File: config.mk
export PLATFORM = sky130hd
export DESIGN_NAME = rx_ring_header_consumer_unit
export DESIGN_NICKNAME = d
export VERILOG_FILES = /design/src/sv/rxhc_pkg.sv /design/src/sv/rxhc_decide.sv /design/src/sv/rx_ring_header_consumer_unit.sv
export SDC_FILE = /design/constraint.sdc
export NUM_CORES = 1
export LEC_CHECK = 0
export BUFFER_PORTS_ARGS = -buffer_cell sky130_fd_sc_hd__buf_2
export CORE_MARGIN = 2
export CORE_UTILIZATION = 55
export DETAILED_ROUTE_END_ITERATION = 8
export PLACE_DENSITY = 0.74
export SYNTH_ARGS = -nofsm -noshare
export SYNTH_HDL_FRONTEND = slang
export SYNTH_HIERARCHICAL = 1
export SYNTH_SLANG_ARGS = --single-unit
export TNS_END_PERCENT = 100
File: constraint.sdc
create_clock -name clk -period 6.1 [get_ports clk]
set_input_delay 0.61 -clock clk [delete_from_list [all_inputs] [get_ports clk]]
set_output_delay 0.61 -clock clk [all_outputs]
set_load 0.01 [all_outputs]
File: src/sv/rxhc_pkg.sv
// Package for the receive ring header consumer: ring geometry, field widths,
// outcome codes and the per-request decision record.
// No dependencies.
package rxhc_pkg;

  localparam int RING_BYTES       = 8192;
  localparam int ALLOC_BYTES      = 9708;
  localparam int MAX_FRAME_BYTES  = 1536;
  localparam int MIN_HEADER_BYTES = 14;
  localparam int HDR_BYTES        = 4;

  localparam int OFF_W     = $clog2(RING_BYTES);
  localparam int SUM_W     = 18;
  localparam int WORD_W    = 16;
  localparam int OUTCOME_W = 2;
  localparam int COPY_W    = 11;
  localparam int START_W   = 14;
  localparam int HADDR_W   = 13;

  localparam logic [WORD_W-1:0] BUSY_MARK = 16'hFFF0;
  localparam logic [WORD_W-1:0] RP_BACK   = 16'd16;

  localparam logic [OUTCOME_W-1:0] OUT_IDLE    = 2'd0;
  localparam logic [OUTCOME_W-1:0] OUT_RESET   = 2'd1;
  localparam logic [OUTCOME_W-1:0] OUT_DELIVER = 2'd2;
  localparam logic [OUTCOME_W-1:0] OUT_DROP    = 2'd3;

  typedef struct packed {
    logic [OUTCOME_W-1:0] outcome;
    logic [COPY_W-1:0]    copy_length;
    logic [START_W-1:0]   data_start;
    logic [OFF_W-1:0]     off_nxt;
    logic [WORD_W-1:0]    rp_nxt;
  } decide_t;

endpackage

File: src/sv/rxhc_decide.sv
// Header decision for one pop request: classifies the header at the current
// read offset and computes the next offset and read-pointer value.
// Depends on rxhc_pkg.
module rxhc_decide (
  input  logic                                     ring_empty,
  input  logic [rxhc_pkg::WORD_W-1:0]              header_status,
  input  logic [rxhc_pkg::WORD_W-1:0]              header_length,
  input  logic [rxhc_pkg::WORD_W-1:0]              buffer_limit,
  input  logic [rxhc_pkg::OFF_W-1:0]               off,
  input  logic [rxhc_pkg::WORD_W-1:0]              rp,
  output rxhc_pkg::decide_t                        dec
);

  localparam logic [rxhc_pkg::SUM_W-1:0] ALLOC_S =
    rxhc_pkg::SUM_W'(rxhc_pkg::ALLOC_BYTES);
  localparam logic [rxhc_pkg::SUM_W-1:0] HDR_S = rxhc_pkg::SUM_W'(rxhc_pkg::HDR_BYTES);
  localparam logic [rxhc_pkg::WORD_W-1:0] LEN_MIN =
    rxhc_pkg::WORD_W'(rxhc_pkg::HDR_BYTES + rxhc_pkg::MIN_HEADER_BYTES);
  localparam logic [rxhc_pkg::WORD_W-1:0] LEN_MAX =
    rxhc_pkg::WORD_W'(rxhc_pkg::MAX_FRAME_BYTES);

  logic [rxhc_pkg::SUM_W-1:0]  off_s;
  logic [rxhc_pkg::SUM_W-1:0]  len_s;
  logic [rxhc_pkg::SUM_W-1:0]  start_s;
  logic [rxhc_pkg::SUM_W-1:0]  adv_s;
  logic [rxhc_pkg::OFF_W-1:0]  new_off;
  logic [rxhc_pkg::WORD_W-1:0] pkt;
  logic [rxhc_pkg::WORD_W-1:0] copy_w;
  logic                        past_alloc;
  logic                        bogus;
  logic                        good;

  assign off_s      = rxhc_pkg::SUM_W'(off);
  assign len_s      = rxhc_pkg::SUM_W'(header_length);
  assign start_s    = off_s + HDR_S;
  assign past_alloc = start_s > ALLOC_S;
  assign bogus      = (header_length < LEN_MIN) || (header_length > LEN_MAX) ||
                      ((start_s + len_s) > ALLOC_S);
  // skip header and frame, round up to a 4-byte boundary, wrap on ring size
  assign adv_s      = start_s + len_s + rxhc_pkg::SUM_W'(3);
  assign new_off    = {adv_s[rxhc_pkg::OFF_W-1:2], 2'b00};
  assign pkt        = header_length - rxhc_pkg::WORD_W'(rxhc_pkg::HDR_BYTES);
  assign copy_w     = (pkt < buffer_limit) ? pkt : buffer_limit;
  assign good       = header_status[0] && (header_status[5:1] == 5'd0);

  always_comb begin
    dec.outcome     = rxhc_pkg::OUT_IDLE;
    dec.copy_length = '0;
    dec.data_start  = '0;
    dec.off_nxt     = off;
    dec.rp_nxt      = rp;
    if (ring_empty) begin
      dec.outcome = rxhc_pkg::OUT_IDLE;
    end else if (past_alloc) begin
      dec.outcome = rxhc_pkg::OUT_RESET;
      dec.off_nxt = '0;
      dec.rp_nxt  = rxhc_pkg::BUSY_MARK;
    end else if (header_length == rxhc_pkg::BUSY_MARK) begin
      dec.outcome = rxhc_pkg::OUT_IDLE;
    end else if (bogus) begin
      dec.outcome = rxhc_pkg::OUT_RESET;
      dec.off_nxt = '0;
      dec.rp_nxt  = rxhc_pkg::BUSY_MARK;
    end else begin
      dec.data_start = start_s[rxhc_pkg::START_W-1:0];
      if (good) begin
        dec.outcome     = rxhc_pkg::OUT_DELIVER;
        dec.copy_length = copy_w[rxhc_pkg::COPY_W-1:0];
      end else begin
        dec.outcome = rxhc_pkg::OUT_DROP;
      end
      dec.off_nxt = new_off;
      dec.rp_nxt  = rxhc_pkg::WORD_W'(new_off) - rxhc_pkg::RP_BACK;
    end
  end

endmodule

File: src/sv/rx_ring_header_consumer_unit.sv
// Top level of the receive ring header consumer: input register, header
// decision, result register and ring state (read offset, read pointer).
// Depends on rxhc_pkg and rxhc_decide.
//
//  channel | direction | handshake          | payload
//  in_     | input     | in_valid/in_stall   | ring_empty, header_status, header_length,
//          |           |                    | buffer_limit
//  out_    | output    | out_valid/out_stall | outcome, copy_length, data_start,
//          |           |                    | header_address, read_pointer_value
//
// One request per cycle while in_stall is low; each request passes the input register, then the result register.
// The read offset is updated in the same cycle the result is registered, so
// back-to-back requests see the offset left by the previous one.
// Synchronous active-low reset: offset 0, read pointer 0xFFF0, pipeline empty.
// out_stall holds the result register; in_stall rises only when both stages
// are full and the output is stalled.
module rx_ring_header_consumer_unit (
  input  logic                               clk,
  input  logic                               rst_n,
  input  logic                               in_valid,
  output logic                               in_stall,
  input  logic                               in_ring_empty,
  input  logic [rxhc_pkg::WORD_W-1:0]        in_header_status,
  input  logic [rxhc_pkg::WORD_W-1:0]        in_header_length,
  input  logic [rxhc_pkg::WORD_W-1:0]        in_buffer_limit,
  output logic                               out_valid,
  input  logic                               out_stall,
  output logic [rxhc_pkg::OUTCOME_W-1:0]     out_outcome,
  output logic [rxhc_pkg::COPY_W-1:0]        out_copy_length,
  output logic [rxhc_pkg::START_W-1:0]       out_data_start,
  output logic [rxhc_pkg::HADDR_W-1:0]       out_header_address,
  output logic [rxhc_pkg::WORD_W-1:0]        out_read_pointer_value
);

  logic                               in_valid_r;
  logic                               empty_r;
  logic [rxhc_pkg::WORD_W-1:0]        status_r;
  logic [rxhc_pkg::WORD_W-1:0]        length_r;
  logic [rxhc_pkg::WORD_W-1:0]        limit_r;
  logic [rxhc_pkg::OFF_W-1:0]         off_r;
  logic [rxhc_pkg::WORD_W-1:0]        rp_r;
  logic                               out_valid_r;
  logic [rxhc_pkg::OUTCOME_W-1:0]     outcome_r;
  logic [rxhc_pkg::COPY_W-1:0]        copy_r;
  logic [rxhc_pkg::START_W-1:0]       start_r;
  logic [rxhc_pkg::HADDR_W-1:0]       haddr_r;
  logic [rxhc_pkg::WORD_W-1:0]        rpv_r;
  logic                               s1_adv;
  logic                               in_take;
  rxhc_pkg::decide_t                  dec;

  assign s1_adv   = in_valid_r && !(out_valid_r && out_stall);
  assign in_stall = in_valid_r && out_valid_r && out_stall;
  assign in_take  = in_valid && !in_stall;

  rxhc_decide u_decide (
    .ring_empty    (empty_r),
    .header_status (status_r),
    .header_length (length_r),
    .buffer_limit  (limit_r),
    .off           (off_r),
    .rp            (rp_r),
    .dec           (dec)
  );

  always_ff @(posedge clk) begin
    if (!rst_n) begin
      in_valid_r  <= 1'b0;
      out_valid_r <= 1'b0;
      off_r       <= '0;
      rp_r        <= rxhc_pkg::BUSY_MARK;
    end else begin
      if (in_take) begin
        in_valid_r <= 1'b1;
      end else if (s1_adv) begin
        in_valid_r <= 1'b0;
      end
      if (s1_adv) begin
        out_valid_r <= 1'b1;
        off_r       <= dec.off_nxt;
        rp_r        <= dec.rp_nxt;
      end else if (!out_stall) begin
        out_valid_r <= 1'b0;
      end
    end
  end

  always_ff @(posedge clk) begin
    if (in_take) begin
      empty_r  <= in_ring_empty;
      status_r <= in_header_status;
      length_r <= in_header_length;
      limit_r  <= in_buffer_limit;
    end
    if (s1_adv) begin
      outcome_r <= dec.outcome;
      copy_r    <= dec.copy_length;
      start_r   <= dec.data_start;
      haddr_r   <= rxhc_pkg::HADDR_W'(dec.off_nxt);
      rpv_r     <= dec.rp_nxt;
    end
  end

  assign out_valid              = out_valid_r;
  assign out_outcome            = outcome_r;
  assign out_copy_length        = copy_r;
  assign out_data_start         = start_r;
  assign out_header_address     = haddr_r;
  assign out_read_pointer_value = rpv_r;

  // read pointer always trails the offset by 16
  a_rp_tracks_off: assert property (@(posedge clk) disable iff (!rst_n)
    rp_r == (rxhc_pkg::WORD_W'(off_r) - rxhc_pkg::RP_BACK))
    else $error("read pointer out of step with offset");

  a_off_aligned: assert property (@(posedge clk) disable iff (!rst_n)
    off_r[1:0] == 2'b00)
    else $error("read offset not 4-aligned");

  a_copy_only_deliver: assert property (@(posedge clk) disable iff (!rst_n)
    out_valid_r && (outcome_r != rxhc_pkg::OUT_DELIVER) |-> copy_r == '0)
    else $error("copy length set on non-delivered frame");

  a_reset_outcome: assert property (@(posedge clk) disable iff (!rst_n)
    out_valid_r && (outcome_r == rxhc_pkg::OUT_RESET) |->
      (haddr_r == '0) && (rpv_r == rxhc_pkg::BUSY_MARK) && (start_r == '0))
    else $error("ring reset outcome with stale state");

  a_hold_state_when_idle: assert property (@(posedge clk) disable iff (!rst_n)
    !s1_adv |=> $stable(off_r))
    else $error("offset moved without a request");

endmodule
== After elaboration in Yosys (flattened, before gate mapping) ==
Index checks and enable logic that the tools add are counted.

* Register bits after elaboration: 126
* Bits in latches: 0
* Memory bits (writable): 0
* ROM bits: 0
* Input bits: 53
* Output and inout bits: 58
* Logic and storage cells: 54
* Memories: 0

* Add/subtract/negate cells: 5
* $mul: 0
* Div/mod/pow operators: 0
* Magnitude comparators: 5
* Equality and inequality tests: 2
* Shifts and indexed selects: 0
* Mux-type cells: 13
* Bitwise gates (word level): 1
* Reductions and logical operators: 14

{| class="wikitable"
|+ Operators with widths
! cell !! count
|-
| 29-bit two-way mux || 4
|-
| 18-bit by 14-bit greater-than comparator with 1-bit output (second input constant) || 2
|-
| 14-bit by 16-bit adder with 17-bit output || 1
|-
| 16-bit equality test (second input constant) || 1
|-
| 16-bit by 11-bit greater-than comparator with 1-bit output (second input constant) || 1
|-
| 16-bit < comparator || 1
|-
| 16-bit by 5-bit < comparator with 1-bit output (second input constant) || 1
|-
| 16-bit by 3-bit subtractor with 16-bit output (second input constant) || 1
|-
| 13-bit by 3-bit adder with 14-bit output (second input constant) || 1
|-
| 13-bit by 5-bit subtractor with 14-bit output (second input constant) || 1
|-
| 13-bit by 2-bit adder with 13-bit output (second input constant) || 1
|-
| 11-bit two-way mux || 1
|-
| 1-bit two-way mux || 8
|-
| 1-bit logical AND || 6
|-
| 5-bit zero test || 1
|-
| 5-bit OR reduction || 1
|-
| 4-bit OR reduction || 1
|-
| 1-bit zero test || 2
|-
| 1-bit logical OR || 2
|-
| 2-bit by 1-bit inequality test with 1-bit output (second input constant) || 1
|-
| 2-bit nonzero test || 1
|-
| 1-bit NOT || 1
|}

== Longest topological paths before layout ==
* Word-level depth: 8
* Mapped depth: 18
* Gate-level depth less buffers: 16

== By module ==
The synthesis kept the hierarchy.

{| class="wikitable"
|+ Modules (own cells, without submodules)
! module !! instances !! cells each !! area each (µm²)
|-
| rx_ring_header_consumer_unit || 1 || 239 || 4470.5
|-
| rxhc_decide || 1 || 403 || 2726.4
|}

== Worst setup path after synthesis ==
No wires, ideal clock.

* Path type: register -> register
* Start point: register off_r[2] in the netlist's numbering
* End point: register rp_r[13] in the netlist's numbering
* Setup time: 133 ps
* Arrival time: 3582 ps
* Data required time: 5967 ps
* Setup slack: 2385 ps
* Stages on the path, launching flop included: 17
* Path buffers: 2
* Period minus slack after synthesis: 3715 ps
* Cell sequence: dfxtp_1 ha_1 xor2_1 ha_1 buf_2 o211a_1 a21boi_1 o22ai_2 xnor2_1 a41o_1 a211o_1 a2111o_1 buf_4 o21bai_1 o21a_1 nor2b_1 mux2i_1

{| class="wikitable"
|+ RTL lines
! element !! RTL line !! text
|-
| start, declared || rx_ring_header_consumer_unit.sv:40 || <nowiki>logic [rxhc_pkg::OFF_W-1:0] off_r;</nowiki>
|-
| start signal, assigned || rx_ring_header_consumer_unit.sv:80 || <nowiki>off_r <= dec.off_nxt;</nowiki>
|-
| end signal, assigned || rx_ring_header_consumer_unit.sv:71 || <nowiki>rp_r <= rxhc_pkg::BUSY_MARK;</nowiki>
|-
| end signal, assigned || rx_ring_header_consumer_unit.sv:81 || <nowiki>rp_r <= dec.rp_nxt;</nowiki>
|-
| end, declared || rx_ring_header_consumer_unit.sv:41 || <nowiki>logic [rxhc_pkg::WORD_W-1:0] rp_r;</nowiki>
|}

==> reports/metrics.yaml <==
cts_buffers: 17
hp-start: "in_buffer_limit[10]"
syn_area_per_cell_um2: 10.9
final_nets: 823
min_path_type: "in -> reg"
cts_tree: "yes"
drt_pre_antenna_iters: 5
rows: 40
dp.cells: 881
required_ps: 6360
wirelength_mm: 15.1
post_cts_resized: 0
grt_setup_unrepaired: "false"
areaGrowthSynthToFinish_pct: 16.9
vias: 5169
core_area_um2: 12100
netlist_area_um2: 6900
avgRoutedWirePerCell_um: 16.5
io_buffer_count: 100
grt_first_pass_wirelength_mm: 24.2
multi_input_area_um2: 3180
crit_fanout: 22
hold_viol_final: 0
power.leakage_nw: 3.05
syn-num-nets: 723
holdBufCountCts: 0
cts_max_level: 4
fill_cells: 992
critPathLaunch: "off_r[3]"
overflow: 0
die_h_um: 116
status: "complete, no violations"
grt_max_degree: 73
numClockSinks: 126
fmax_ghz: 0.223
startpoint_type: "flop"
arrival_ps: 4750
drc: 0
via_per_inst: 5.66
fin_tns_setup_ps: 0
worst_slew_pin_slew_ps: 1070
post-route-period-util_pct: 73.5
antenna_found_initial: 0
r2r_start: "off_r[3]"
yosys_warnings: 6
regArea_um2: 3470
cap_viol_max_count: 0
n_antenna_cell: 0
power_density_nw_per_um2: 260
end_kind: "flop"
dp_hpwl_mm: 10.4
grt_pass1_vias: 5009
grt_usage_pct: 23.5
period_needed_ps: 4480
finalNonFillerCells: 913
initialDrtViolationCount: 385
setup-violations-final: 0
slew_headroom_pct: 28.2
total_power_w: 0.00210
ioPinCount: 111
ir_drop_v: 0.000160
drive_gt1_share_pct: 21.3
critPathKind: "reg -> reg"
postSynthCellCount: 632
postCtsSetupBuffers: 0
gp_congestion: 0.856
antenna_left: 0
die-area_um2: 13500
insertion_delay_ps: 410
die_w_um: 116
cts_root_buf: "clkbuf_16"
skew_ps: 5.51
cts_max_path_buffers: 2
clk_pin_slew_worst_paths_ps: 60
start_util_pct: 56.9
final_max_slew_viol_count: 0
[layout by cell type, fill, tap and decap left out, types with 5 or more instances in the layout]
master	instances
inv_1	27
and2_1	8
a21oi_1	24
o21a_1	6
nand3_1	14
buf_4	6
nand2_1	67
clkinvlp_4	6
xor2_1	20
nor2b_1	40
mux2i_1	34
clkbuf_16	17
a2111oi_2	7
ha_1	37
nor3_1	15
nand4_1	8
dfxtp_1	31
xnor2_1	22
a21o_1	10
o21ai_0	21
buf_2	100
nor4_1	9
edfxtp_1	95
nor2_1	45
and3_1	5
[final timing paths]
check        slack (ps)          end  cells past startpoint
max                1620     rp_r[15]                     15
min                 370  limit_r[10]                      1
max reg2reg        1620     rp_r[15]                     15
min reg2reg         460      rp_r[1]                      2
[per-layer routing]
metal | up-vias | part of all wire [%] | GRT usage [%] | routed length, um
met1 | 2500 | 45 | 30.6 | 6700
met4 | 0 | 1.6 | 9.13 | 242
met2 | 156 | 48 | 37.9 | 7200
met5 | - | 0 | 0 | 0
met3 | 19 | 6.0 | 5.81 | 906
li1 | 2494 | - | - | -
[where the power goes]
part	switching [W]	total, W	internal, W	leakage, nW
sequential	0.0000174	0.000973	0.000955	1.10
combinational	0.000123	0.000202	0.0000787	1.70
clock	0.000368	0.000923	0.000555	0.254
total	0.000509	0.00210	0.00159	3.05
[worst max-delay path: stages, from the launching register on]
cell,delay (ps)
dfxtp_1,460
ha_1,260
nand3_1,230
nor2_1,210
xor2_1,320
ha_1,390
nor4_1,480
nor4b_2,160
a41o_1,210
a211o_1,330
a2111o_1,390
buf_4,220
o21bai_1,260
o21a_1,180
nor2b_1,120
mux2i_1,80
[cell type report]
cell class | instances | area share [%]
multi-input combinational | 453 | 39.4
sequential | 126 | 43.1
timing repair buffer | 106 | 6.77
clock inverter | 15 | 1.55
inverter | 28 | 1.30
tap | 168 | 2.61
clock buffer | 17 | 5.28
[metrics by stage]
stage                     hold WS, ps  util [%]  setup WS (ps)  area [um^2]
after detailed placement          451      62.0           1750         7510
after global placement            437      62.0           1910         7510
after floorplan                   430         -           2390         6900
final                             366      66.5           1620         8060
after global routing              348      66.5           1350         8060
after CTS                         351      66.5           1680         8060
[flip-flops by register name (all words and copies together) (netlist names)]
name                    count
rp_r                       16
out_valid                   1
out_copy_length            11
off_r                      13
in_valid_r                  1
out_data_start             14
empty_r                     1
out_read_pointer_value     16
limit_r                    16
out_header_address         13
length_r                   16
status_r                    6
out_outcome                 2
Power figures use the tool's default switching activity.
